$ cat src/bos_ram.sv
// ----------------------------------------------------------------------------
// bos_ram
// Generic single write port, single read port RAM with registered read data.
// ----------------------------------------------------------------------------
module bos_ram #(
  parameter int unsigned WIDTH = 64,
  parameter int unsigned DEPTH = 64,
  localparam int unsigned AW = (DEPTH > 1) ? $clog2(DEPTH) : 1
) (
  input  logic             clk_i,
  input  logic             we_i,
  input  logic [AW-1:0]    waddr_i,
  input  logic [WIDTH-1:0] wdata_i,
  input  logic             re_i,
  input  logic [AW-1:0]    raddr_i,
  output logic [WIDTH-1:0] rdata_o
);

  logic [WIDTH-1:0] mem_q [DEPTH];
  logic [WIDTH-1:0] rdata_q;

  // write port
  always_ff @(posedge clk_i) begin
    if (we_i) begin
      mem_q[waddr_i] <= wdata_i;
    end
  end

  // registered read port
  always_ff @(posedge clk_i) begin
    if (re_i) begin
      rdata_q <= mem_q[raddr_i];
    end
  end

  assign rdata_o = rdata_q;

endmodule

$ cat config.mk
export PLATFORM = sky130hd
export DESIGN_NAME = bos_ram
export DESIGN_NICKNAME = d
export VERILOG_FILES = /design/src/bos_ram.sv
export SDC_FILE = /design/constraint.sdc
export NUM_CORES = 2
export LEC_CHECK = 0
export ABC_AREA = 0
export BUFFER_PORTS_ARGS = -buffer_cell sky130_fd_sc_hd__buf_2
export CORE_MARGIN = 10
export CORE_UTILIZATION = 57
export DETAILED_ROUTE_END_ITERATION = 12
export PLACE_DENSITY = 0.73
export SLEW_MARGIN = 0
export SYNTH_ARGS = -nofsm -noshare
export SYNTH_HDL_FRONTEND = slang
export SYNTH_SLANG_ARGS = --single-unit
$ cat constraint.sdc
create_clock -name clk_i -period 5.8 [get_ports clk_i]
set_input_delay 0 -clock clk_i [delete_from_list [all_inputs] [get_ports clk_i]]
set_output_delay 0 -clock clk_i [all_outputs]
set_load 0.005 [all_outputs]
# [Word-level counts from Yosys, hierarchy flattened]
# Memories as Yosys holds them, arrays and structs flattened. A register that Yosys moved wholly into a read port is not among the register bits.
# Index checks and enable logic that the tools add are counted.
[word_totals] n_memories=1 register_bits=0 mem_bits_rw=4096 out_inout_bits=64
[mem_list] name="mem_q" depth=64 width=64 rd=1 rd_ports_with_merged_regs=1 wr=1 line="19" text="logic [WIDTH-1:0] mem_q [DEPTH];"
[classes] n_mux=2
[ops] op="$mux 1" n=2

# [Longest topological paths before layout]
[depth] depth_word=2 ltp_mapped=9

# [Worst setup path after synthesis]
# Ideal clock, no wire load.
[synth_path] path_type="input to register" start="input waddr_i[3]" end="memory mem_q[48][0] (enable)" required_ps=5236 path_stages=4 arrival_time_ps=4872 setup_slack_ps=364 setup_ps=564 path_cell_list="clkbuf_1 -> nor2b_1 -> nand4b_1 -> nor3_1"
[synth_rtl] item="start, declared" line="12" text="input logic [AW-1:0] waddr_i,"
[synth_rtl] item="end, declared" line="19"
# Straight into the memory's write port.

# [Final worst setup path]
[layout_path] start="input waddr_i[1]" end="memory mem_q[19][4] (enable)"
# Straight into the memory's write port.

==> metrics.txt <==
# TYPE chip_impl_metric gauge
chip_impl_metric{name="hold_buffers",unit=""} 68
chip_impl_metric{name="grt_usage",unit=""} 0.284
chip_impl_metric{name="synth_area",unit="mm^2"} 0.157
chip_impl_info{name="run_status",value="finished clean"} 1
chip_impl_info{name="ys.flop_type",value="sky130_fd_sc_hd__edfxtp_1"} 1
chip_impl_metric{name="final_hold_fails",unit=""} 0
chip_impl_metric{name="yosys_register_bits",unit=""} 4160
chip_impl_info{name="synth.area.top_cells",value="sky130_fd_sc_hd__edfxtp_1 80%, sky130_fd_sc_hd__mux4_2 15%, sky130_fd_sc_hd__mux2i_1 0.86%, sky130_fd_sc_hd__a22oi_1 0.80%, sky130_fd_sc_hd__buf_2 0.54%"} 1
chip_impl_metric{name="synth-compound-area-share",unit=""} 0.0247
chip_impl_metric{name="setup_viol",unit=""} 0
chip_impl_metric{name="tightestPinTransition",unit="ns"} 1.42
chip_impl_metric{name="proportion_of_register_bits_with_asynchronous_set_or_reset_after_synthesis",unit=""} 0
chip_impl_metric{name="final.setup.tns",unit="ns"} 0
chip_impl_info{name="rsz0062_at_grt",value="false"} 1
chip_impl_info{name="crit_chain",value="dlygate4sd3_1 > buf_2 > nor2b_1 > nand3_1 > nor2_4 > buf_4"} 1
chip_impl_metric{name="globalRoute.totalOverflow",unit=""} 0
chip_impl_metric{name="fin_worst_skew",unit="ns"} 0.0801
chip_impl_metric{name="clock_path_buffers",unit=""} 4
chip_impl_metric{name="pin_count_of_the_biggest_net_entering_global_routing",unit=""} 118
chip_impl_info{name="min_path_type",value="input pin to register"} 1
chip_impl_metric{name="dieArea",unit="mm^2"} 0.297
chip_impl_info{name="synth_top_area_cell",value="sky130_fd_sc_hd__edfxtp_1"} 1
chip_impl_info{name="critical-path-slowest-cell",value="sky130_fd_sc_hd__nor2_4"} 1
chip_impl_metric{name="report.final.slew_viol_count",unit=""} 0
chip_impl_metric{name="fmax",unit="MHz"} 340
chip_impl_metric{name="finalNetCount",unit=""} 7124
chip_impl_metric{name="placeableCoreArea",unit="mm^2"} 0.274
chip_impl_metric{name="fin_crit_sh",unit=""} 0.507
chip_impl_info{name="worst_setup_path_start_kind",value="input pin"} 1
chip_impl_metric{name="drv.max_cap_violation_count",unit=""} 0
chip_impl_metric{name="critical_path.n_buffers_inverters",unit=""} 3
chip_impl_metric{name="floorplan.rows",unit=""} 192
chip_impl_metric{name="initialDrtViolationCount",unit=""} 12000
chip_impl_metric{name="placedCellCount",unit=""} 10200
chip_impl_metric{name="1st_pass_router_iterations",unit=""} 6
chip_impl_metric{name="synth.mux.area_fraction",unit=""} 0.156
chip_impl_metric{name="die_h",unit="um"} 545
chip_impl_metric{name="yosys.cell_types.count",unit=""} 32
chip_impl_info{name="timing.setup.critical_path_class",value="input pin to register"} 1
chip_impl_metric{name="routed_length_per_placed_instance",unit="um"} 38.4
chip_impl_metric{name="h-tree-depth",unit=""} 5
chip_impl_metric{name="cts_num_sinks",unit=""} 4160
chip_impl_metric{name="worst_path_largest_cell_delay",unit="ns"} 0.89
chip_impl_metric{name="final_cell_utilization_of_the_core",unit=""} 0.646
chip_impl_metric{name="numCtsBuffers",unit=""} 402
chip_impl_metric{name="cts_setup_buffers",unit=""} 0
chip_impl_metric{name="post-route-min-period",unit="ns"} 2.94
chip_impl_info{name="cpLargestDelayFamily",value="simple AND/OR/NAND/NOR gates"} 1
chip_impl_metric{name="grt_first_pass_wirelength",unit="um"} 597000
chip_impl_metric{name="route.antenna.remaining_nets",unit=""} 0
chip_impl_metric{name="irDropWorstVdd",unit="uV"} 501
chip_impl_metric{name="remaining_drc_errors",unit=""} 0
chip_impl_metric{name="worst_hold_slack",unit="ns"} 0.0856
chip_impl_info{name="cts_tree",value="yes"} 1
chip_impl_info{name="uppermost_layer_routed",value="met5"} 1
chip_impl_metric{name="route.detailed.vias_per_inst",unit=""} 7.03
chip_impl_metric{name="adder_cell_fraction_of_synth_area",unit=""} 0
chip_impl_metric{name="signal_arrival_time_at_the_worst_endpoint",unit="ns"} 3.43
chip_impl_metric{name="cts.reportedPaths.clkPinSlew",unit="ns"} 0.06
chip_impl_metric{name="syn_avg_cell_area",unit="um^2"} 23.8
chip_impl_metric{name="powerDensity",unit="mW/mm^2"} 354
chip_impl_info{name="synthMostInstantiatedCell",value="sky130_fd_sc_hd__edfxtp_1"} 1
chip_impl_metric{name="grt_antenna_before_repair",unit=""} 23
chip_impl_metric{name="synth-xor-area-share",unit=""} 0
chip_impl_metric{name="via_count_of_the_first_global_routing_pass",unit=""} 77700
chip_impl_info{name="worstSetupEndpointType",value="register"} 1
chip_impl_metric{name="detail_route.wirelength.met1",unit="um"} 148000
chip_impl_metric{name="ys.warnings.count",unit=""} 0
chip_impl_metric{name="met3_length",unit="um"} 53400
chip_impl_metric{name="routed_wl",unit="um"} 421000
chip_impl_metric{name="chipWidth",unit="um"} 545
chip_impl_metric{name="io_buffer_count",unit=""} 142
chip_impl_metric{name="synth_sequential_area_ratio",unit=""} 0.796
chip_impl_metric{name="cts_resized",unit=""} 0
chip_impl_metric{name="syn_inst",unit=""} 6598
chip_impl_metric{name="fill_cells",unit=""} 17100
chip_impl_metric{name="floorplan.io_pins",unit=""} 143
chip_impl_metric{name="flow.area_growth_from_synthesis",unit="%"} 12.7
chip_impl_metric{name="cellLeakagePower",unit="nW"} 55.2
chip_impl_metric{name="synth_top_area_share",unit=""} 0.796
chip_impl_metric{name="post_layout_nonfiller_instances",unit=""} 11000
chip_impl_metric{name="cp_data_required_time",unit="ns"} 6.29
chip_impl_info{name="clockRootBuffer",value="sky130_fd_sc_hd__clkbuf_16"} 1
chip_impl_metric{name="synth-edff-count",unit=""} 4160
chip_impl_metric{name="area.sequential",unit="mm^2"} 0.125
chip_impl_metric{name="vias",unit=""} 77200
chip_impl_metric{name="fraction_of_layout_instances_using_a_drive_strength_above_1",unit=""} 0.278
chip_impl_metric{name="timing.critical_path.fanout_max",unit=""} 26
chip_impl_metric{name="synth_simple_gate_area_frac",unit=""} 0.0123
chip_impl_metric{name="wl_met2",unit="um"} 199000
chip_impl_metric{name="place_congestion",unit=""} 0.787
chip_impl_metric{name="multi_input_area",unit="mm^2"} 0.0308
chip_impl_info{name="synth.cells.most_frequent",value="4160 x sky130_fd_sc_hd__edfxtp_1, 1024 x sky130_fd_sc_hd__mux4_2, 170 x sky130_fd_sc_hd__buf_2"} 1
chip_impl_metric{name="timing.max_slew.rel_slack",unit=""} 0.0541
chip_impl_metric{name="initial_utilization",unit=""} 0.573
chip_impl_metric{name="dp_hpwl",unit="um"} 214000
chip_impl_metric{name="clock_insertion_delay_worst_skew",unit="ns"} 0.94
chip_impl_info{name="dominant_combinational_cell_family_by_area_after_synthesis",value="multiplexers"} 1
chip_impl_metric{name="postSynthNetCount",unit=""} 6677
## tightest hold or removal path, stage by stage
cell                      delay, ns
sky130_fd_sc_hd__buf_2         0.15
sky130_fd_sc_hd__nand4_1       0.31
sky130_fd_sc_hd__nor2_4        0.28
## cell usage in the layout, fill, tap and decap left out, drive strengths merged, types with 29 or more instances in the layout
cell type / count
mux2i: 135
clkbuf: 489
clkinv: 168
nand3: 45
mux4: 1024
o22ai: 83
nor2: 112
or3: 29
o221ai: 38
and3: 64
edfxtp: 4160
a211oi: 63
buf: 345
nand2: 58
bufinv: 50
a22o: 88
a22oi: 168
dlygate4sd3: 68
## stage by stage
stage	worst slack, ns	power, mW	instance area, um^2
final	2.86	62.6	177000
after global routing	2.92	64.1	177000
after CTS	3.01	62.8	177000
after detailed placement	2.45	36.9	163000
after global placement	2.47	36.8	163000
after floorplan	0.364	35.6	157000
## cell families after synthesis
group                  Yosys count
buffers and inverters          389
DFF                           4160
and+or+nand+nor                386
muxes                         1159
AOI/OAI and AO/OA              504
## final timing paths
check | startpoint | to | slack (ns) | cells past startpoint
min reg2reg | mem_q[54][26] | rdata_o[26] | 0.91 | 4
max | waddr_i[1] | mem_q[19][4] | 2.86 | 6
min | waddr_i[0] | mem_q[55][61] | 0.09 | 3
max reg2reg | mem_q[45][22] | rdata_o[22] | 3.52 | 5
## flip-flops by register name (all words and copies together), names as in the netlist
signal	count
mem_q	4096
rdata_o	64
## power by group
group	leakage, nW	switching [mW]	total, mW	internal, mW
Clock	6.45	11.1	26.3	15.2
Combinational	11.3	1.75	2.80	1.05
Sequential	37.5	0.121	33.5	33.4
Total	55.2	13.0	62.6	49.7
## per-layer routing
layer / track usage / vias up
met5: 0 / -
met4: 0.115 / 8
met2: 0.441 / 5804
li1: - / 29500
met1: 0.392 / 40900
met3: 0.0709 / 1035
## final cells by class
class / count / area share
Clock inverter: 244 / 0.0149
Timing Repair Buffer: 413 / 0.0193
Inverter: 19 / 0.000403
Antenna cell: 15 / 0.000212
Tap cell: 3589 / 0.0254
Sequential cell: 4160 / 0.706
Multi-Input combinational cell: 2049 / 0.174
Clock buffer: 489 / 0.0599
Power figures use the tool's default switching activity.
