$ cat config.mk
export PLATFORM = sky130hd
export DESIGN_NAME = bos_datapath
export DESIGN_NICKNAME = d
export VERILOG_FILES = /design/src/bos_pkg.sv /design/src/bos_datapath.sv
export SDC_FILE = /design/constraint.sdc
export NUM_CORES = 2
export LEC_CHECK = 0
export ABC_AREA = 1
export BUFFER_PORTS_ARGS = -buffer_cell sky130_fd_sc_hd__buf_2
export CAP_MARGIN = 15
export CORE_MARGIN = 10
export CORE_UTILIZATION = 50
export CTS_CLUSTER_SIZE = 14
export DETAILED_ROUTE_END_ITERATION = 10
export HOLD_SLACK_MARGIN = 0.12
export MAX_ROUTING_LAYER = met4
export PLACE_DENSITY = 0.64
export SYNTH_ARGS = -nofsm -noshare
export SYNTH_HDL_FRONTEND = slang
export SYNTH_SLANG_ARGS = --single-unit
$ cat constraint.sdc
create_clock -name clk_i -period 6.9 [get_ports clk_i]
set_clock_uncertainty 0.1 [all_clocks]
set_input_delay 0.69 -clock clk_i [delete_from_list [all_inputs] [get_ports clk_i]]
set_output_delay 0.69 -clock clk_i [all_outputs]
set_load 0.01 [all_outputs]
$ cat src/bos_pkg.sv
// ----------------------------------------------------------------------------
// bos_pkg
// Shared types and constants for the box overlap suppressor: controller
// states, the command and status groups between controller and datapath,
// and the configuration register map.
// ----------------------------------------------------------------------------
package bos_pkg;

  // configuration register map
  localparam int unsigned CFG_IDX_W = 1;
  localparam logic [CFG_IDX_W-1:0] CFG_IOU_THRESHOLD  = 1'd0;
  localparam logic [CFG_IDX_W-1:0] CFG_CLASS_AGNOSTIC = 1'd1;

  localparam int unsigned THR_W = 8;
  localparam logic [THR_W-1:0] THR_RESET = 8'd115;  // 0.45 of 256, rounded down
  localparam logic AGNOSTIC_RESET = 1'b0;

  // result count field width
  localparam int unsigned COUNT_OUT_W = 7;

  // controller states
  typedef enum logic [1:0] {
    ST_IDLE,
    ST_SCAN,
    ST_DRAIN,
    ST_FINISH
  } ctrl_state_e;

  // controller to datapath
  typedef struct packed {
    logic load;    // capture the incoming box, clear list on start_set
    logic scan;    // issue one kept-list read and advance the index
    logic finish;  // store the box if kept and room is left, and load the result register
  } bos_cmd_t;

  // datapath to controller
  typedef struct packed {
    logic scan_done;   // every stored entry has been read
    logic pipe_empty;  // no comparison in flight
    logic out_free;    // result register can take a new result
  } bos_status_t;

endpackage

$ cat src/bos_datapath.sv
// ----------------------------------------------------------------------------
// bos_datapath
// Datapath of the box overlap suppressor: current box registers, kept-list
// index and count, a five stage overlap test pipeline fed by the kept-list
// RAM, and the result register.
// ----------------------------------------------------------------------------
module bos_datapath #(
  parameter int unsigned MAX_KEPT    = 64,
  parameter int unsigned COORD_WIDTH = 14,
  parameter int unsigned LABEL_WIDTH = 8,
  localparam int unsigned AW = (MAX_KEPT > 1) ? $clog2(MAX_KEPT) : 1,
  localparam int unsigned BW = 4 * COORD_WIDTH + LABEL_WIDTH
) (
  input  logic                              clk_i,
  input  logic                              rst_ni,
  input  bos_pkg::bos_cmd_t                 cmd_i,
  output bos_pkg::bos_status_t              status_o,
  // configuration
  input  logic [bos_pkg::THR_W-1:0]         thr_i,
  input  logic                              agnostic_i,
  // incoming box
  input  logic                              start_set_i,
  input  logic [COORD_WIDTH-1:0]            box_x_i,
  input  logic [COORD_WIDTH-1:0]            box_y_i,
  input  logic [COORD_WIDTH-1:0]            box_w_i,
  input  logic [COORD_WIDTH-1:0]            box_h_i,
  input  logic [LABEL_WIDTH-1:0]            class_label_i,
  // kept-list RAM
  output logic                              ram_we_o,
  output logic [AW-1:0]                     ram_waddr_o,
  output logic [BW-1:0]                     ram_wdata_o,
  output logic                              ram_re_o,
  output logic [AW-1:0]                     ram_raddr_o,
  input  logic [BW-1:0]                     ram_rdata_i,
  // result
  output logic                              out_valid_o,
  input  logic                              out_ready_i,
  output logic                              keep_o,
  output logic                              list_full_o,
  output logic [bos_pkg::COUNT_OUT_W-1:0]   kept_count_o
);

  localparam int unsigned C  = COORD_WIDTH;
  localparam int unsigned L  = LABEL_WIDTH;
  localparam int unsigned CW = $clog2(MAX_KEPT + 1);
  localparam int unsigned AR = 2 * C;                 // area width
  localparam int unsigned UW = 2 * C + 1;             // union width
  localparam int unsigned PW = 2 * C + bos_pkg::THR_W + 1;  // compare width

  // 1-d overlap of [a0, ae) and [b0, b0 + bl)
  function automatic logic [C-1:0] overlap(input logic [C-1:0] a0, input logic [C:0] ae,
                                           input logic [C-1:0] b0, input logic [C-1:0] bl);
    logic [C:0] be;
    logic [C:0] lo;
    logic [C:0] hi;
    logic [C:0] diff;
    be   = (C+1)'(b0) + (C+1)'(bl);
    lo   = (a0 > b0) ? (C+1)'(a0) : (C+1)'(b0);
    hi   = (ae < be) ? ae : be;
    diff = hi - lo;
    return (hi > lo) ? diff[C-1:0] : '0;
  endfunction

  // current box
  logic [C-1:0] cur_x_q, cur_y_q, cur_w_q, cur_h_q;
  logic [C:0]   cur_xe_q, cur_ye_q;
  logic [L-1:0] cur_label_q;
  logic [AR-1:0] cur_area_q;

  // list control
  logic [CW-1:0] count_q, count_d;
  logic [CW-1:0] idx_q;
  logic          kill_q;

  // pipeline
  logic          v0_q, v1_q, v2_q, v3_q, v4_q;
  logic          chk1_q, chk2_q, chk3_q, chk4_q;
  logic [C-1:0]  ix1_q, iy1_q;
  logic [AR-1:0] karea1_q;
  logic [AR-1:0] inter2_q, inter3_q, inter4_q;
  logic [UW-1:0] sum2_q;
  logic [UW-1:0] uni3_q;
  logic [PW-1:0] prod4_q;

  // kept entry fields
  logic [C-1:0] k_x, k_y, k_w, k_h;
  logic [L-1:0] k_label;
  logic         hit;

  // result register
  logic                            out_valid_q;
  logic                            keep_q;
  logic                            full_q;
  logic [bos_pkg::COUNT_OUT_W-1:0] kcount_q;
  logic                            keep;
  logic                            has_room;

  // current box capture
  always_ff @(posedge clk_i) begin
    if (cmd_i.load) begin
      cur_x_q     <= box_x_i;
      cur_y_q     <= box_y_i;
      cur_w_q     <= box_w_i;
      cur_h_q     <= box_h_i;
      cur_xe_q    <= (C+1)'(box_x_i) + (C+1)'(box_w_i);
      cur_ye_q    <= (C+1)'(box_y_i) + (C+1)'(box_h_i);
      cur_label_q <= class_label_i;
    end
    cur_area_q <= AR'(cur_w_q) * AR'(cur_h_q);
  end

  // store decision
  assign keep     = !kill_q;
  assign has_room = (count_q < CW'(MAX_KEPT));

  always_comb begin
    count_d = count_q;
    if (cmd_i.load && start_set_i) begin
      count_d = '0;
    end else if (cmd_i.finish && keep && has_room) begin
      count_d = count_q + CW'(1);
    end
  end

  // list count, scan index and suppression flag
  always_ff @(posedge clk_i or negedge rst_ni) begin
    if (!rst_ni) begin
      count_q <= '0;
      idx_q   <= '0;
      kill_q  <= 1'b0;
    end else begin
      count_q <= count_d;
      if (cmd_i.load) begin
        idx_q <= '0;
      end else if (cmd_i.scan) begin
        idx_q <= idx_q + CW'(1);
      end
      if (cmd_i.load) begin
        kill_q <= 1'b0;
      end else if (hit) begin
        kill_q <= 1'b1;
      end
    end
  end

  // kept-list access
  assign ram_re_o    = cmd_i.scan;
  assign ram_raddr_o = idx_q[AW-1:0];
  assign ram_we_o    = cmd_i.finish && keep && has_room;
  assign ram_waddr_o = count_q[AW-1:0];
  assign ram_wdata_o = {cur_x_q, cur_y_q, cur_w_q, cur_h_q, cur_label_q};

  assign k_x     = ram_rdata_i[BW-1 -: C];
  assign k_y     = ram_rdata_i[BW-1-C -: C];
  assign k_w     = ram_rdata_i[BW-1-2*C -: C];
  assign k_h     = ram_rdata_i[BW-1-3*C -: C];
  assign k_label = ram_rdata_i[L-1:0];

  // pipeline valid bits
  always_ff @(posedge clk_i or negedge rst_ni) begin
    if (!rst_ni) begin
      v0_q <= 1'b0;
      v1_q <= 1'b0;
      v2_q <= 1'b0;
      v3_q <= 1'b0;
      v4_q <= 1'b0;
    end else begin
      v0_q <= cmd_i.scan;
      v1_q <= v0_q;
      v2_q <= v1_q;
      v3_q <= v2_q;
      v4_q <= v3_q;
    end
  end

  // pipeline payload
  always_ff @(posedge clk_i) begin
    // overlaps, label filter and kept area
    chk1_q   <= agnostic_i || (k_label == cur_label_q);
    ix1_q    <= overlap(cur_x_q, cur_xe_q, k_x, k_w);
    iy1_q    <= overlap(cur_y_q, cur_ye_q, k_y, k_h);
    karea1_q <= AR'(k_w) * AR'(k_h);
    // intersection and area sum
    chk2_q   <= chk1_q;
    inter2_q <= AR'(ix1_q) * AR'(iy1_q);
    sum2_q   <= UW'(karea1_q) + UW'(cur_area_q);
    // union
    chk3_q   <= chk2_q;
    inter3_q <= inter2_q;
    uni3_q   <= sum2_q - UW'(inter2_q);
    // threshold times union
    chk4_q   <= chk3_q;
    inter4_q <= inter3_q;
    prod4_q  <= PW'(thr_i) * PW'(uni3_q);
  end

  // overlap test: inter * 256 > threshold * union
  assign hit = v4_q && chk4_q && (PW'({inter4_q, 8'h00}) > prod4_q);

  // result register
  always_ff @(posedge clk_i or negedge rst_ni) begin
    if (!rst_ni) begin
      out_valid_q <= 1'b0;
    end else if (cmd_i.finish) begin
      out_valid_q <= 1'b1;
    end else if (out_ready_i) begin
      out_valid_q <= 1'b0;
    end
  end

  always_ff @(posedge clk_i) begin
    if (cmd_i.finish) begin
      keep_q   <= keep;
      full_q   <= keep && !has_room;
      kcount_q <= bos_pkg::COUNT_OUT_W'(count_d);
    end
  end

  assign out_valid_o  = out_valid_q;
  assign keep_o       = keep_q;
  assign list_full_o  = full_q;
  assign kept_count_o = kcount_q;

  // status
  assign status_o.scan_done  = (idx_q == count_q);
  assign status_o.pipe_empty = !(v0_q || v1_q || v2_q || v3_q || v4_q);
  assign status_o.out_free   = !out_valid_q || out_ready_i;

endmodule

* Yosys cells after proc, flatten, opt, wreduce, memory -nomap -nowiden
Index checks and enable logic that the tools add are counted.
** Operators by class
- Multipliers :: 4
- Reduce and logical (&&, ||, !) cells :: 19
- Equal/unequal tests :: 2
- Magnitude comparators :: 8
- $add $sub $neg :: 10
- Multiplexer cells :: 12
** Operators with widths (count)
- $mul 14x14->28 :: 3
- $add 14x14->15 :: 4
- $gt 36x37->1 :: 1
- $mul 8x29->37 :: 1
- $gt 15x14->1 :: 2
- $lt 15x15->1 :: 2
- $mux 15 :: 2
- $add 28x28->29 :: 1
- $sub 29x28->29 :: 1
- $gt 14x14->1 :: 2
- $mux 14 :: 2
- $mux 7 :: 4
- $sub 14x14->14 :: 2
- $add 7x1->7 const B :: 2
- $eq 8x8->1 :: 1
- $eq 7x7->1 :: 1
- $lt 7x7->1 const B :: 1
- $logic_and 1x1->1 :: 6
- $logic_or 1x1->1 :: 6
- $reduce_bool 2->1 :: 3
- $logic_not 1->1 :: 4
- $mux 1 :: 4
** Storage, ports and cells
- Logic and storage cells :: 88
- Register bits after elaboration :: 391

* Depth between registers and ports, before layout
- Depth after elaboration :: 5
- Depth in mapped cells :: 33
- Gate-level depth less buffers :: 31

* Worst setup path before layout
No wires, ideal clock.
- Path type :: input to register
- Start :: input ram_rdata_i[13]
- End :: register karea1_q[25]
- Cell stages on the path :: 18
- Library setup time :: 113 ps
- Arrival :: 5301 ps
- Buffers on the path :: 1
- Path slack :: 1387 ps
- Cell sequence :: clkbuf_1 nand2_1 fa_1 fa_1 fa_1 inv_1 fa_1 fa_1 inv_1 fa_1 inv_1 ha_1 nand2_1 o21ai_0 a21oi_1 or2_2 nand4_1 nand2_1
** Between the ends
- Cells in the longest elaborated chain, start to end :: 1
** Ends and longest elaborated chain
- start: declaration :: line bos_datapath.sv:34 : input logic [BW-1:0] ram_rdata_i,
- $mul 14x14->28 :: line bos_datapath.sv:182 : karea1_q <= AR'(k_w) * AR'(k_h);
- end signal: assignment :: line bos_datapath.sv:182
- end: declaration :: line bos_datapath.sv:79 : logic [AR-1:0] karea1_q;
No other way between the ends.
A chain may end at the register's enable or synchronous reset.

* Worst setup path after layout
- Start :: register ix1_q[7]
- End :: register inter2_q[21]
** Between the ends
- Cells in the longest elaborated chain, start to end :: 1
** Ends and longest elaborated chain
- start: declaration :: line bos_datapath.sv:78 : logic [C-1:0] ix1_q, iy1_q;
- start signal: assignment :: line bos_datapath.sv:180 : ix1_q <= overlap(cur_x_q, cur_xe_q, k_x, k_w);
- $mul 14x14->28 :: line bos_datapath.sv:185 : inter2_q <= AR'(ix1_q) * AR'(iy1_q);
- end signal: assignment :: line bos_datapath.sv:185
- end: declaration :: line bos_datapath.sv:80 : logic [AR-1:0] inter2_q, inter3_q, inter4_q;
No other way between the ends.

==> qor.csv <==
metric;value;unit
status;complete, no violations;
timing.rr.end;inter2_q[21];
cpMaxStageDelayCell;dfxtp_1;
nNetsFinal;7827;
synth_fp_nets;7683;
antenna_found_initial;2;
gp_congestion;0.994;
clock-sinks;391;
grt_max_degree;69;
fp.dieW;333;um
yosys.area.top_type;fa_1;
regToRegStartpoint;ix1_q[7];
clockRootBuffer;clkbuf_16;
cp-end-kind;register;
reg2reg_depth;18;
crit_arrival;6.31;ns
hp-class;primary input to register;
finalSetupViolCount;0;
slew_violations;0;
min_period;5.86;ns
synthTopCellsByArea;fa_1, ha_1, nand2_1;
synth_most_common_cell;nand2_1;
dr.first_iter.drc_count;2454;
syn_to_final_growth;7.93;%
synthesis.area;48800;um^2
dp_hpwl;116000;um
crit_family;adder cells;
crit_fanout;14;
regArea;8960;um^2
fin_tns_setup;0;ns
max_stage_delay;0.82;ns
clockBufferDepth;3;
routed_wl;137000;um
fmax;0.171;GHz
worstHoldPathCells;1;
rsz0062_at_grt;false;
cts_max_level;2;
ys_ff_latch;391;
tightestPinTransition;0.903;ns
timing.max_cap.violations;0;
max-slew-margin-rel;39.8;%
drcViolationCount;0;
route.vias.total;40000;
hold_viol_final;0;
drive_gt1_share;5.89;%
synth_ff_type;dfxtp_1;
vias_per_cell;5.10;
synthTopCellsByCount;nand2_1, inv_1, fa_1, ha_1, nor2_1;
die_h;333;um
cp_cell_sequence;nand2_1 -> fa_1 -> fa_1 -> fa_1 -> inv_1 -> fa_1 -> fa_1 -> inv_1 -> fa_1 -> inv_1 -> ha_1 -> a21oi_1 -> inv_1 -> a31oi_1 -> o21ai_0 -> nand2_1 -> nand3_1 -> xor2_1;
cp_common_cell;fa_1;
core;96900;um^2
min_from;box_x_i[9];
placementRows;114;
ioPinCount;235;
path_class;register to register;
grt_pass1_wl;222000;um
wl_per_cell;17.5;um
dieArea;111000;um^2
synthArstFlopShare;5.37;%
drt-pass1-iter-count;5;
whs_endpoint;cur_x_q[9];
clk_latency;0.65;ns
cts_setup_buffers;0;
fin_crit_sh;84.9;%
synth_top_area_share;24.3;%
synth-seq-area-share;18.3;%
grt_use_total;25.7;%
yosysWarnings;0;
multi_input_area;33400;um^2
antenna_left;0;
cp.depth;18;
portBuffers;234;
synth_cell_types;50;
cp_data_required_time;7.35;ns
grt-ovfl-total;0;
avgSynthCellArea;7.65;um^2
path_clk_slew;0.06;ns
grt_pass1_vias;41100;
synth_edf_count;103;
netlist_instances;6387;
initial_core_util;50.4;%
start_kind;register;
reg2reg_slack;1.04;ns
cts_buffers;47;
critPathBufInv;4;
cts_tree;built;
fill_cells;9479;
## worst register-to-register path, stage by stage, from the launching register on
cell and delay (ns):
dfxtp_1 0.82, nand2_1 0.18, fa_1 0.60, fa_1 0.46, fa_1 0.55, inv_1 0.05, fa_1 0.45, fa_1 0.52
inv_1 0.06, fa_1 0.47, inv_1 0.05, ha_1 0.35, a21oi_1 0.25, inv_1 0.07, a31oi_1 0.26, o21ai_0 0.17
nand2_1 0.08, nand3_1 0.08, xor2_1 0.21
## cells in the final DEF, fill, tap and decap left out, drive strengths merged, types with 9 or more instances in the layout
cell	n
a21boi	14
a21o	28
a21oi	308
buf	248
clkbuf	52
clkinv	18
dfrtp	21
dfxtp	267
dlygate4sd3	10
edfxtp	103
fa	593
ha	559
inv	1538
nand2	1682
nand3	184
nand3b	9
nand4	61
nor2	329
nor3	46
nor4	10
o211ai	9
o21a	12
o21ai	198
o21bai	22
or2	12
xnor2	59
xor2	137
## flip-flops by register name (all words and copies together) (netlist names), 7 cells and up
| register | cells |
|---|---|
| inter4_q | 28 |
| inter3_q | 28 |
| cur_ye_q | 15 |
| cur_x_q | 14 |
| kept_count_o | 7 |
| iy1_q | 14 |
| cur_xe_q | 15 |
| cur_y_q | 14 |
| inter2_q | 28 |
| cur_area_q | 28 |
| uni3_q | 29 |
| count_q | 7 |
| sum2_q | 29 |
| cur_h_q | 14 |
| cur_label_q | 8 |
| ix1_q | 14 |
| idx_q | 7 |
| karea1_q | 28 |
| prod4_q | 37 |
| cur_w_q | 14 |
## area by class of cell
| type | instances | area share, % |
|---|---|---|
| diodes | 1 | 0.00475 |
| clock buffers | 52 | 2.30 |
| clock inverters | 34 | 0.781 |
| inverters | 1531 | 10.9 |
| multi-input cells | 4302 | 63.4 |
| flip-flops and latches | 391 | 17.0 |
| well taps | 1276 | 3.03 |
| repair buffers | 258 | 2.62 |
## worst max-delay path by stage
| stage | startpoint | endpoint | slack, ns |
|---|---|---|---|
| global route | ix1_q[7] | inter2_q[26] | 0.75 |
| global placement | ram_rdata_i[29] | karea1_q[27] | 0.97 |
| floorplan | ram_rdata_i[13] | karea1_q[25] | 1.39 |
| CTS | iy1_q[3] | inter2_q[24] | 1.10 |
| finish | ix1_q[7] | inter2_q[21] | 1.04 |
| detailed placement | ram_rdata_i[29] | karea1_q[27] | 0.90 |
## kinds of logic after synthesis
| logic type | share of synthesized area, % |
|---|---|
| AND/OR/NAND/NOR | 19.4 |
| buffers and inverters | 13.3 |
| adder cells (fa/ha/maj) | 38.6 |
| AO/OA/AOI/OAI | 6.88 |
| flip-flops | 18.3 |
| XOR/XNOR | 3.51 |
## layer usage
| metal | GRT usage (%) | share of wire, % | up-vias |
|---|---|---|---|
| met1 | 33.1 | 45 | 19300 |
| li1 | - | - | 19600 |
| met4 | 7.12 | 2.9 | 0 |
| met5 | - | 0 | - |
| met2 | 42.7 | 48 | 950 |
| met3 | 2.83 | 4.8 | 204 |
## repair_timing
item	4_1_cts	5_1_grt
hold buffers	10	0
endpoints found under the setup margin	0	0
endpoints found under the hold margin	30	0
gates resized for setup	0	0
## stage by stage
step	utilization [%]	setup slack [ns]	area [um^2]	instances	hold slack, ns
2_1_floorplan	-	1.39	48800	6387	0.210
3_3_place_gp	52.7	0.965	51000	7748	0.210
3_5_place_dp	52.7	0.897	51000	7748	0.212
4_1_cts	54.4	1.10	52700	7844	0.130
5_1_grt	54.4	0.748	52700	7845	0.146
6_report	54.4	1.04	52700	7845	0.160
Power is left out: the tool's default activity adds up to more than one toggle a clock period on the data nets, which glitch-free logic cannot reach.
