File: config.mk
export PLATFORM = sky130hd
export DESIGN_NAME = bos_ctrl
export DESIGN_NICKNAME = d
export VERILOG_FILES = /design/src/bos_pkg.sv /design/src/bos_ctrl.sv
export SDC_FILE = /design/constraint.sdc
export NUM_CORES = 1
export LEC_CHECK = 0
export ABC_AREA = 0
export BUFFER_PORTS_ARGS = -buffer_cell sky130_fd_sc_hd__buf_2
export CAP_MARGIN = 10
export CORE_AREA = 2 2 39 41
export CTS_BUF_LIST = sky130_fd_sc_hd__clkbuf_16
export DETAILED_ROUTE_END_ITERATION = 8
export DIE_AREA = 0 0 41 43
export PLACE_DENSITY = 0.36
export RECOVER_POWER = 25
export SLEW_MARGIN = 20
export SYNTH_ARGS = -nofsm -noshare
export SYNTH_HDL_FRONTEND = slang
export SYNTH_SLANG_ARGS = --single-unit
export TNS_END_PERCENT = 1
File: constraint.sdc
create_clock -name clk_i -period 3.6 [get_ports clk_i]
set_input_delay 0 -clock clk_i [delete_from_list [all_inputs] [get_ports clk_i]]
set_output_delay 0 -clock clk_i [all_outputs]
set_load 0.1 [all_outputs]
File: src/bos_pkg.sv
// ----------------------------------------------------------------------------
// bos_pkg
// Shared types and constants for the box overlap suppressor: controller
// states, the command and status groups between controller and datapath,
// and the configuration register map.
// ----------------------------------------------------------------------------
package bos_pkg;

  // configuration register map
  localparam int unsigned CFG_IDX_W = 1;
  localparam logic [CFG_IDX_W-1:0] CFG_IOU_THRESHOLD  = 1'd0;
  localparam logic [CFG_IDX_W-1:0] CFG_CLASS_AGNOSTIC = 1'd1;

  localparam int unsigned THR_W = 8;
  localparam logic [THR_W-1:0] THR_RESET = 8'd115;  // 0.45 of 256, rounded down
  localparam logic AGNOSTIC_RESET = 1'b0;

  // result count field width
  localparam int unsigned COUNT_OUT_W = 7;

  // controller states
  typedef enum logic [1:0] {
    ST_IDLE,
    ST_SCAN,
    ST_DRAIN,
    ST_FINISH
  } ctrl_state_e;

  // controller to datapath
  typedef struct packed {
    logic load;    // capture the incoming box, clear list on start_set
    logic scan;    // issue one kept-list read and advance the index
    logic finish;  // store the box if kept and room is left, and load the result register
  } bos_cmd_t;

  // datapath to controller
  typedef struct packed {
    logic scan_done;   // every stored entry has been read
    logic pipe_empty;  // no comparison in flight
    logic out_free;    // result register can take a new result
  } bos_status_t;

endpackage

File: src/bos_ctrl.sv
// ----------------------------------------------------------------------------
// bos_ctrl
// Controller of the box overlap suppressor: accepts a box, sweeps the kept
// list through the comparison pipeline, waits for it to drain and hands the
// verdict to the result register.
// ----------------------------------------------------------------------------
module bos_ctrl (
  input  logic                 clk_i,
  input  logic                 rst_ni,
  input  logic                 in_valid_i,
  output logic                 in_ready_o,
  input  bos_pkg::bos_status_t status_i,
  output bos_pkg::bos_cmd_t    cmd_o
);

  bos_pkg::ctrl_state_e state_q, state_d;

  // state register
  always_ff @(posedge clk_i or negedge rst_ni) begin
    if (!rst_ni) begin
      state_q <= bos_pkg::ST_IDLE;
    end else begin
      state_q <= state_d;
    end
  end

  // next state and commands
  always_comb begin
    state_d    = state_q;
    cmd_o      = '0;
    in_ready_o = 1'b0;
    case (state_q)
      bos_pkg::ST_IDLE: begin
        in_ready_o = 1'b1;
        if (in_valid_i) begin
          cmd_o.load = 1'b1;
          state_d    = bos_pkg::ST_SCAN;
        end
      end
      bos_pkg::ST_SCAN: begin
        if (status_i.scan_done) begin
          state_d = bos_pkg::ST_DRAIN;
        end else begin
          cmd_o.scan = 1'b1;
        end
      end
      bos_pkg::ST_DRAIN: begin
        if (status_i.pipe_empty) begin
          state_d = bos_pkg::ST_FINISH;
        end
      end
      bos_pkg::ST_FINISH: begin
        if (status_i.out_free) begin
          cmd_o.finish = 1'b1;
          state_d      = bos_pkg::ST_IDLE;
        end
      end
      default: begin
        state_d = bos_pkg::ST_IDLE;
      end
    endcase
  end

endmodule

* After elaboration in Yosys (flattened, before gate mapping) *
Cells that the tools add are included.

word-level totals
  register bits = 2
  bits of input ports = 6
  output and inout port bits = 4
  logic and storage cells = 22

operators by class
  equality and inequality tests = 7
  multiplexer cells = 12
  reduce and logical (&&, ||, !) cells = 2

operators by type and width
  kind                                                                   number
  2-bit 2-to-1 mux                                                       4
  2-bit inequality test, second input constant                           4
  2-bit case mux with 4 select lines                                     1
  1-bit 2-to-1 mux                                                       7
  2-bit equality test, second input constant                             2
  4-bit AND reduction                                                    1
  2-bit by 1-bit equality test with 1-bit output, second input constant  1
  2-bit logical NOT                                                      1

* Longest topological paths before layout *
Gate-level depths: netlist of the first run.

  depth in word-level cells = 3
  depth in mapped cells = 5
  gate-level depth less buffers = 5

* Worst setup path before layout of the first run *
No wires, ideal clock.

  path kind = flip-flop to output port
  start point = reg state_q[0]
  end point = out cmd_o[2] (netlist name)
  arrival time = 2173 ps
  required time = 3600 ps
  path slack = 1427 ps
  stages on the path, launching flop included = 4
  buffers on the path = 0
  cells stage by stage = dfrtp_1 > inv_1 > ha_1 > and2_1

RTL lines
  what                    RTL line        text
  start, declared         bos_ctrl.sv:16  bos_pkg::ctrl_state_e state_q, state_d;
  start signal, assigned  bos_ctrl.sv:21  state_q <= bos_pkg::ST_IDLE;
  start signal, assigned  bos_ctrl.sv:23  state_q <= state_d;
  end, declared           bos_ctrl.sv:13  output bos_pkg::bos_cmd_t cmd_o

* Worst setup path in the final report of the first run *
  start point = reg state_q[1]
  end point = reg state_q[1]

on the way
  longest elaborated chain between the ends = 3

ends and longest elaborated chain
  what                                                                    RTL line        text
  2-bit by 1-bit equality test with 1-bit output (tied with other cells)  bos_ctrl.sv:32  case (state_q)
  2-bit inequality test (no line)                                         n/a
  4-bit AND reduction (no line)                                           n/a

Several ways; a longest one is shown, not always the timed one.
A chain may end at the register's enable or synchronous reset.

==> flow_results.org, run 1 <==
** Synth
- Synthesis instantiated 11 different standard cells from the library.
- The synthesized design contains 0 enable-type register cells.
- Most numerous cell in the Yosys netlist :: sky130_fd_sc_hd__ha_1
- The number of nets handed over by synthesis was 31.
- Of all flip-flops after synthesis, the portion carrying an async set or reset was 100%.
- Synth Area per Inst :: 11.1 um^2
- The mapped netlist covers 223 um^2.
- Synthesis inferred 2 register bits.
- Leading cell types by total area after synthesis :: sky130_fd_sc_hd__ha_1, sky130_fd_sc_hd__dfrtp_1, sky130_fd_sc_hd__a2111oi_4, sky130_fd_sc_hd__mux2_4, sky130_fd_sc_hd__nor2b_4
- The biggest area contributor in the post-synthesis netlist is sky130_fd_sc_hd__ha_1.
- Summing the sequential cell areas from Yosys gives 22.5% of the chip area.
- Post-synth top flop :: sky130_fd_sc_hd__dfrtp_1
- Synth top area share :: 28.1%
- In the synthesized netlist, the cells that appear most often are sky130_fd_sc_hd__ha_1, sky130_fd_sc_hd__inv_1, sky130_fd_sc_hd__and2_1, sky130_fd_sc_hd__dfrtp_1, sky130_fd_sc_hd__nor2b_1.
- Count of yosys warnings during synthesis :: 0
- Gate count of the mapped netlist :: 20

** Critical path
- Crit path max-delay cell type :: sky130_fd_sc_hd__dfrtp_1
- Nature of the critical path endpoint :: flop
- STA puts the critical path data arrival time at 1.70 ns.
- Along the worst path, the maximum fanout reaches 4.
- The critical path in this run is classified as reg2reg.
- For this run, the slowest stage of the critical path takes 0.38 ns.
- STA classifies the critical path startpoint as a flop.
- STA puts the critical path data required time at 3.69 ns.
- Traced cell by cell, the critical path runs through inv_1 -> ha_1 -> nor2b_4 -> a2111oi_4 -> mux2_4.

** Timing
- Highest achievable clock rate :: 0.624 GHz
- After layout, the minimum clock period comes to 1.60 ns.
- Summed over all failing endpoints, the final setup total negative slack is 0 ns.
- Period utilisation layout :: 44.5%
- At the pin with the least slew margin, the transition time is 0.485 ns.
- Max-slew violations :: 0
- Setup repair after global routing left no endpoint under its margin.
- Final count of hold timing violations :: 0
- Relative slew slack :: 67.9%
- Skew final :: 0.00177 ns
- Setup violations remaining at the end of the flow were counted as 0.
- Tightest hold margin :: 0.101 ns

** Detailed routing
- Remaining design rule violation count :: 0
- The first TritonRoute pass finished after 2 iterations.
- Iteration-0 DRC Markers :: 2
- Dividing the detail-routed via count by the number of cells gives 3.43.
- Wires add up to 381 um.
- For this block, the via count after detailed routing is 168.
- Antenna violation net count after detailed routing :: 0
- WL/cell :: 7.78 um

** Clock network
- The number of clock buffers added by TritonCTS is 3.
- CTS built an H-tree with a depth of 1.
- The number of hold buffers added after CTS was 1.
- Post-CTS timing repair inserted 0 buffers for setup.
- TritonCTS built the clock tree.
- Post-cts repair resize count :: 0
- The tree built by TritonCTS fans out to 2 sinks.
- After clock tree synthesis, the clock-pin slew on the worst setup and hold paths is 0.03 ns.
- Clock Tree Root :: sky130_fd_sc_hd__clkbuf_16
- Longest Clk Path Bufs :: 2
- Clock insertion delay at the later pin of the skew report :: 0.22 ns

** Final layout
- The largest registers in the layout are state_q x2.
- Biggest register :: state_q
- Area Overhead vs Synth :: 66.9%
- For this run, the post-layout net count is 46.
- Post-layout instance count excluding filler cells :: 49
- Flip-flop count of the largest register, all copies and words added :: 2
- The repair_antennas step left the layout with diodes totalling 0.
- Fraction of layout instances using a drive strength above 1 :: 42.4%
- After routing the design area is 372 um^2.

** GRT
- Number of antenna violations at the first check in global routing :: 0
- Global routing finished with a remaining overflow of 0.
- Number of global-route vias before repair :: 175
- The first global-routing pass estimated 627 um of wire.
- For this run, the total global-route usage over all layers was measured as 5.63%.
- Entering global routing, the biggest net connects 5 pins.

** Floorplan
- Ports :: 10
- Die Wd :: 41 um
- Initial core utilization :: 16.1%
- The floorplan has 14 rows.
- Measured along the y axis, the die boundary spans 43 um.
- The total area inside the core boundary comes to 0.00138 mm^2.
- Area of the die :: 0.00176 mm^2

** Status
- The flow ran to the end, and the final reports show no timing, DRC or antenna violations.

** Placement
- During placement, the flow inserted port buffers numbering 9.
- Count of placed standard cells including taps :: 45
- Final estimated routing congestion in global placement :: 0.645
- Once placement finished, the instance area stood at 288 um^2.

** Run
- The tool flagged a number of max-cap violations equal to 0.

** Hold path
- The worst hold path belongs to the class in2async.
metrics by stage:
| step | worst slack (ns) | utilization (%) |
|---|---|---|
| after floorplan | 1.43 | - |
| after global placement | 1.99 | 20.8 |
| after detailed placement | 2.00 | 20.8 |
| after CTS | 1.98 | 26.9 |
| after global routing | 1.91 | 26.9 |
| final | 2.00 | 26.9 |
cells in the final DEF (no fill, tap or decap):
| master | instances |
|---|---|
| sky130_fd_sc_hd__a2111oi_4 | 1 |
| sky130_fd_sc_hd__a2bb2oi_1 | 1 |
| sky130_fd_sc_hd__and2_1 | 2 |
| sky130_fd_sc_hd__buf_2 | 8 |
| sky130_fd_sc_hd__clkbuf_1 | 1 |
| sky130_fd_sc_hd__clkbuf_16 | 3 |
| sky130_fd_sc_hd__dfrtp_1 | 2 |
| sky130_fd_sc_hd__dlygate4sd3_1 | 1 |
| sky130_fd_sc_hd__ha_1 | 5 |
| sky130_fd_sc_hd__inv_1 | 3 |
| sky130_fd_sc_hd__mux2_4 | 1 |
| sky130_fd_sc_hd__nor2_1 | 1 |
| sky130_fd_sc_hd__nor2b_1 | 2 |
| sky130_fd_sc_hd__nor2b_4 | 1 |
| sky130_fd_sc_hd__nor3_1 | 1 |
metal layers:
layer | routed length, um | global-route usage (%)
met2 | 190 | 7.81
met5 | 0 | 0
met3 | 21 | 1.57
met1 | 169 | 6.13
met4 | 0 | 6.00
kinds of logic after synthesis:
kind of cell               count (synthesis)  share of synthesized area (%)
adders and majority gates                  5                           28.1
DFF                                        2                           22.5
and+or+nand+nor                            7                           21.3
AOI/OAI and AO/OA                          2                           16.3
muxes                                      1                           6.74
buffers and inverters                      3                           5.06
area by class of cell:
type | instances | area, um^2
inverter | 3 | 11.3
multi-input combinational | 15 | 161
timing repair buffer | 10 | 53.8
fill | 150 | 1010
sequential | 2 | 50.0
clock buffer | 3 | 75.1
tap | 16 | 20.0
critical path, delay by kind of cell (launching register included):
family / cells / cell delay [ns]
adders and majority gates: 1 / 0.18
AOI/OAI and AO/OA: 1 / 0.36
and+or+nand+nor: 1 / 0.14
buffers and inverters: 1 / 0.09
muxes: 1 / 0.33
DFF: 1 / 0.38
final timing paths:
kind	from	endpoint	slack, ns	depth (start not counted)
max	state_q[1]	state_q[1]	2.00	5
min	rst_ni	state_q[0]	0.10	2
max reg2reg	state_q[1]	state_q[1]	2.00	5
min reg2reg	state_q[1]	state_q[1]	0.57	1
max in group asynchronous	rst_ni	state_q[1]	3.37	2
min in group clk_i	in_valid_i	state_q[0]	0.20	4
Power of run 1 is not shown: default switching activity piles up to over one toggle a cycle in this logic, so the estimate is an artifact.
==> inputs of run 2 (changes only) <==
==> constraint.sdc (replaced) <==
create_clock -name clk_i -period 1.5 [get_ports clk_i]
set_input_delay 0 -clock clk_i [delete_from_list [all_inputs] [get_ports clk_i]]
set_output_delay 0 -clock clk_i [all_outputs]
set_load 0.1 [all_outputs]
==> run 2 against run 1 <==
Against the previous run: the flow now finishes with violations (setup timing); sequential cell count stayed put; register-to-register slack worse by 2.1 ns; non-clock buffer count is 4 higher; first-iteration DRC count is 100% lower; design area is 22% higher; clock-buffer cell count stayed put; via count is 12% higher; critical path type unchanged; largest cell class unchanged.
==> flow_results.org, run 2 (synthesized netlist as in run 1, its figures left out) <==
** Floorplan
- The die is 41 um wide.
- The die is 43 um tall.
- FP Rows :: 14
- The die covers 0.00176 mm^2.
- Ports :: 10
- Placeable core region :: 0.00138 mm^2
- The initial utilization of the core area, before any placement, comes to 16.1%.

** Final layout
- Summing all multi-input logic gate instances after layout gives 183 um^2.
- Biggest registers after layout :: state_q x2
- Number of nets in the layout :: 50
- In the layout the commonest cells are sky130_fd_sc_hd__buf_2, sky130_fd_sc_hd__ha_1, sky130_fd_sc_hd__buf_4.
- Leading cell type in the layout, fill and taps excluded :: sky130_fd_sc_hd__buf_2
- From synthesis to final layout, the design area changed by 103%.
- Flip-flop count of the largest register, all copies and words added :: 2
- Fillers :: 146
- Ranked by flip-flop count, first place goes to state_q.
- Cells with a size suffix above 1 make up 62.2% of the layout.
- 0 antenna diodes ended up in the layout.
- In the final layout, flip-flops and latches occupy 50.0 um^2.

** Detailed routing
- Iteration-0 DRC Markers :: 0
- Count of TritonRoute iterations in the first routing pass :: 1
- Using the TritonRoute via totals, the vias-per-cell ratio works out to 3.55.
- Dividing the detail-routed wire length by the instance count gives 9.19 um.
- Remaining design rule violation count :: 0
- Routed Wire Length :: 487 um
- Vias after detailed routing :: 188
- Antenna violation net count after detailed routing :: 0

** Hold path
- In this run the worst hold path is classified as in2async.

** Clock network
- The number of clock buffers added by TritonCTS is 3.
- At the later pin of the worst-skew pair, clock insertion delay measures 0.22 ns.
- Clock Tree Root :: sky130_fd_sc_hd__clkbuf_16
- TritonCTS built the clock tree.
- In this run the number of H-tree levels came out at 1.
- Clock tree synthesis found a total of 2 sinks.
- No sink is reached through more buffers than the 2 on the longest clock path.
- Clock-pin slew was measured on the worst setup and hold paths at 0.03 ns.

** Timing
- Period utilisation layout :: 105%
- Highest achievable clock rate :: 0.633 GHz
- Min Tclk post-route :: 1.58 ns
- In this run the tightest slew margin relative to its limit is 67.8%.
- Number of endpoints failing setup at the final stage :: 1
- Max-slew violations :: 0
- Final count of hold timing violations :: 0
- Skew final :: 0.00324 ns
- Setup repair after global routing could not meet its margin everywhere.
- Once routing completed, OpenROAD measured the worst setup slack at -0.0808 ns.
- At the pin with the least slew margin, the transition time is 0.486 ns.

** Status
- Result of the run :: finished, violations left
- The final reports fail on setup timing.

** GRT
- The number of antenna violations at the first check in global routing is 0.
- Pin count of the biggest net entering global routing :: 5
- The number of global-route vias before repair was 193.
- First-pass GRT wire length :: 800 um
- Overall routing resource usage :: 7.11%
- Total congestion overflow after global routing :: 0

** Critical path
- Data required time at the worst endpoint :: 1.60 ns
- In this run the register-to-register setup slack is -0.08 ns.
- The critical path is of the reg2reg type.
- Along the worst path, the maximum fanout reaches 4.
- The worst register-to-register path ends at state_q[1].
- Crit. Startpoint :: state_q[0]
- CP Data Arrival Time :: 1.68 ns
- Capturing instance or port of the critical path :: state_q[1]
- STA classifies the critical path startpoint as a flop.
- Depth of the most critical reg-to-reg path :: 5
- STA classifies the critical path endpoint as a flop.
- Startpoint of the worst register-to-register path :: state_q[0]

** Placement
- During placement, the flow inserted port buffers numbering 9.
- At the end of routability-driven placement, the weighted congestion stood at 0.622.
- Post-placement setup slack :: -0.0905 ns

** Run
- Number of maximum-capacitance violations :: 0
[run 2: cell types whose count changed in the layout (fill, tap and decap cells not counted), sizes merged]
cell,change
buf,+4
[run 2: through the flow]
| step | TNS [ns] | area, um^2 | instances | utilization, % | hold slack (ns) |
|---|---|---|---|---|---|
| 5_1_grt | -0.134 | 453 | 53 | 32.7 | 0.109 |
| 6_report | -0.0808 | 453 | 53 | 32.7 | 0.0956 |
| 3_5_place_dp | -0.0905 | 362 | 48 | 26.1 | -0.213 |
| 3_3_place_gp | -0.109 | 362 | 48 | 26.1 | -0.214 |
| 2_1_floorplan | -0.241 | 244 | 20 | - | -0.296 |
| 4_1_cts | -0.0765 | 454 | 53 | 32.8 | 0.0873 |
[run 2: critical path: stages, from the launching register on]
cell and delay [ns]:
sky130_fd_sc_hd__dfrtp_1 0.40, sky130_fd_sc_hd__inv_2 0.08, sky130_fd_sc_hd__ha_4 0.16, sky130_fd_sc_hd__nor2b_4 0.13, sky130_fd_sc_hd__a2111oi_4 0.36, sky130_fd_sc_hd__mux2_4 0.33
[run 2: cell type report]
class	count	area share [%]
multi-input cells	15	40.3
repair buffers	14	25.1
clock buffers	3	16.6
flip-flops and latches	2	11.0
well taps	16	4.42
inverters	3	2.49
[run 2: timing repair]
action / in CTS / in global routing
hold endpoints to repair: 2 / 0
hold buffers: 1 / 0
pin swaps: 0 / 1
endpoints found under the setup margin: 1 / 2
resized for setup: 1 / 0
setup buffers: 1 / 0
[run 2: per-layer routing]
layer,track usage (%),vias to the layer above,part of all wire (%)
li1,-,99,-
met1,7.99,84,42
met2,9.69,5,52
met3,3.14,0,5.1
met4,6.00,0,0
met5,0,-,0
[run 2: how the worst min path moves through the flow]
stage / from / to / slack, ns / cells after the start
after global placement: rst_ni / state_q[0] / -0.21 / 1
after global routing: rst_ni / state_q[0] / 0.11 / 2
after CTS: rst_ni / state_q[0] / 0.09 / 2
after detailed placement: rst_ni / state_q[1] / -0.21 / 1
after floorplan: rst_ni / state_q[0] / -0.30 / 0
final: rst_ni / state_q[0] / 0.1 / 2
Power of run 2 is left out for the same reason.
==> inputs of run 3 (changes only) <==
==> config.mk (replaced) <==
export PLATFORM = sky130hd
export DESIGN_NAME = bos_ctrl
export DESIGN_NICKNAME = d
export VERILOG_FILES = /design/src/bos_pkg.sv /design/src/bos_ctrl.sv
export SDC_FILE = /design/constraint.sdc
export NUM_CORES = 1
export LEC_CHECK = 0
export ABC_AREA = 0
export CAP_MARGIN = 5
export CORE_AREA = 2 2 39 41
export CTS_BUF_LIST = sky130_fd_sc_hd__clkbuf_16
export DETAILED_ROUTE_END_ITERATION = 8
export DIE_AREA = 0 0 41 43
export DONT_BUFFER_PORTS = 1
export PLACE_DENSITY = 0.3
export RECOVER_POWER = 25
export SLEW_MARGIN = 20
export SYNTH_ARGS = -nofsm -noshare
export SYNTH_HDL_FRONTEND = slang
export SYNTH_SLANG_ARGS = --single-unit
export TNS_END_PERCENT = 10
==> run 3 against run 2 <==
Against the previous run: first-iteration DRC count did not move; highest routed layer unchanged; largest cell class unchanged; non-clock buffer count fell by 3; critical endpoint unchanged; the run still ends with setup timing left; maximum frequency rose by 0.20%; critical path type unchanged.
==> flow_results.org, run 3 (synthesized netlist as in run 1, its figures left out) <==
** Final layout
- The post-route netlist has 58.8% of its cells at a drive strength greater than 1.
- Number of nets in the layout :: 47
- Highest-count cells in the layout ignoring fill and taps :: sky130_fd_sc_hd__buf_4, sky130_fd_sc_hd__ha_1, sky130_fd_sc_hd__clkbuf_16
- The library cell used most frequently in the layout, excluding fill and tap cells, is sky130_fd_sc_hd__buf_4.
- Number of antenna diodes :: 0
- Biggest register :: state_q
- Flip-flop count of the largest register, all copies and words added :: 2
- Final core occ :: 32.1%
- Relative to the synthesized area, the layout overhead comes to 99.4%.
- Biggest registers after layout :: state_q x2

** Placement
- Routability-driven placement finished with a final weighted congestion of 0.676.
- Port buffering added 0 buffers.
- Post-placement setup slack :: -0.0802 ns

** GRT
- Entering global routing, the biggest net connects 5 pins.
- The number of antenna violations at the first check in global routing was 0.
- For this run the aggregate overflow at the end of global routing stands at 0.
- Overall routing resource usage :: 7.43%
- First-pass GRT wire length :: 814 um
- Number of global-route vias before repair :: 196

** Timing
- Setup repair after global routing missed its margin :: yes
- Counting I/O delays and the setup requirement, the final critical path takes 1.58 ns.
- Setup violations remaining at the end of the flow were counted as 1.
- The worst pin sits at a relative slew slack of 79.3%.
- Tightest hold margin :: 0.0139 ns
- Final count of hold timing violations :: 0
- For the final routed database, the setup TNS stands at -0.0776 ns.
- Static timing analysis puts the maximum clock frequency at 0.634 GHz.
- Skew final :: 0.000681 ns
- Period utilisation layout :: 105%
- Worst setup margin :: -0.0776 ns
- The max-slew violation count came to 0.
- At the pin with the least slew margin, the transition time is 0.311 ns.

** Status
- The run finished, with violations left.
- Violations in the final reports :: setup timing

** Critical path
- Data required time at the worst endpoint :: 1.60 ns
- The worst setup path is captured at a flop.
- Crit. Startpoint :: state_q[1]
- The critical path is of the reg2reg type.
- The signal on the critical path passes through inv_2 -> ha_4 -> nor2b_4 -> a2111oi_4 -> mux2_4.
- For this run, the slowest stage of the critical path takes 0.39 ns.
- In this run the critical register-to-register path is launched from state_q[1].
- Crit path max-delay cell type :: sky130_fd_sc_hd__dfrtp_1
- Kind of start point of the critical path :: flop
- Cell family with the largest share of critical-path delay :: flip-flops
- Sum of buffers and inverters on the critical path :: 1
- CP Data Arrival Time :: 1.68 ns
- Critical path fanouts, max :: 4

** Detailed routing
- After detailed routing, the number of remaining DRC violations is 0.
- The final route contains 187 vias.
- For this block, the initial DRC count from the detailed router was 0.
- Once detail routing completed, the nets flagged for antenna violations numbered 0.
- Dividing the detail-routed via count by the number of cells gives 3.74.
- Count of TritonRoute iterations in the first routing pass :: 1
- In the final routed layout, each cell accounts on average for 9.12 um.
- Routed Wire Length :: 456 um

** Clock network
- Counting the buffers created by CTS gives 3.
- Clock insertion delay at the later pin of the skew report :: 0.22 ns
- CTS HTree Levels :: 1
- In this run the deepest clock path goes through 2 buffers.
- TritonCTS clock tree :: yes
- Post-CTS clock slew at the launch and capture registers of the worst setup and hold paths :: 0.03 ns
- Counting every sink on the clock net gives 2.
- The cell sitting at the root of the clock tree is a sky130_fd_sc_hd__clkbuf_16.

** Floorplan
- The region available for standard cell placement spans 0.00138 mm^2.
- Initial core utilization :: 16.1%
- FP Rows :: 14
- The die is 43 um tall.
- The die covers 0.00176 mm^2.
- From left edge to right edge, the die measures 41 um.
- In this run the count of I/O pins placed on the die edge is 10.

** Run
- Number of maximum-capacitance violations :: 0

** Hold path
- The min-delay analysis places its worst path in the category in2async.
-- run 3: area by class of cell --
cell class                 count  area, um^2
fill                         153         940
multi-input combinational     15         183
timing repair buffer          11         105
clock buffer                   3        75.1
sequential                     2        50.0
tap                           16        20.0
inverter                       3        11.3
-- run 3: worst paths after layout --
kind                              end  slack [ns]  cells past startpoint
max                        state_q[1]       -0.08                      5
min reg2reg                state_q[0]        0.70                      2
min in group clk_i         state_q[0]        0.08                      3
max reg2reg                state_q[1]       -0.08                      5
max in group asynchronous  state_q[1]        1.36                      1
min                        state_q[0]        0.01                      1
-- run 3: worst register-to-register path: stages (launching register included) --
cell	delay (ns)
sky130_fd_sc_hd__dfrtp_1	0.39
sky130_fd_sc_hd__inv_2	0.08
sky130_fd_sc_hd__ha_4	0.16
sky130_fd_sc_hd__nor2b_4	0.13
sky130_fd_sc_hd__a2111oi_4	0.36
sky130_fd_sc_hd__mux2_4	0.33
-- run 3: per-stage QoR --
step | area [um^2] | std cells
final | 444 | 50
after global routing | 444 | 50
after CTS | 440 | 50
after detailed placement | 344 | 45
after global placement | 344 | 45
after floorplan | 244 | 20
-- run 3: per-layer routing --
metal | track usage [%] | vias to the layer above | wire length [um]
met2 | 9.06 | 5 | 252
met5 | 0 | - | 0
met4 | 8.00 | 0 | 0
met1 | 9.32 | 87 | 177
met3 | 2.09 | 0 | 27
li1 | - | 95 | -
-- run 3: timing repair --
| action | CTS | global route |
|---|---|---|
| cloned | 0 | 0 |
| resized for setup | 1 | 1 |
| endpoints found under the setup margin | 2 | 4 |
| buffers inserted | 1 | 0 |
| endpoints found under the hold margin | 2 | 0 |
| hold buffers | 1 | 0 |
Power of run 3 is left out for the same reason.
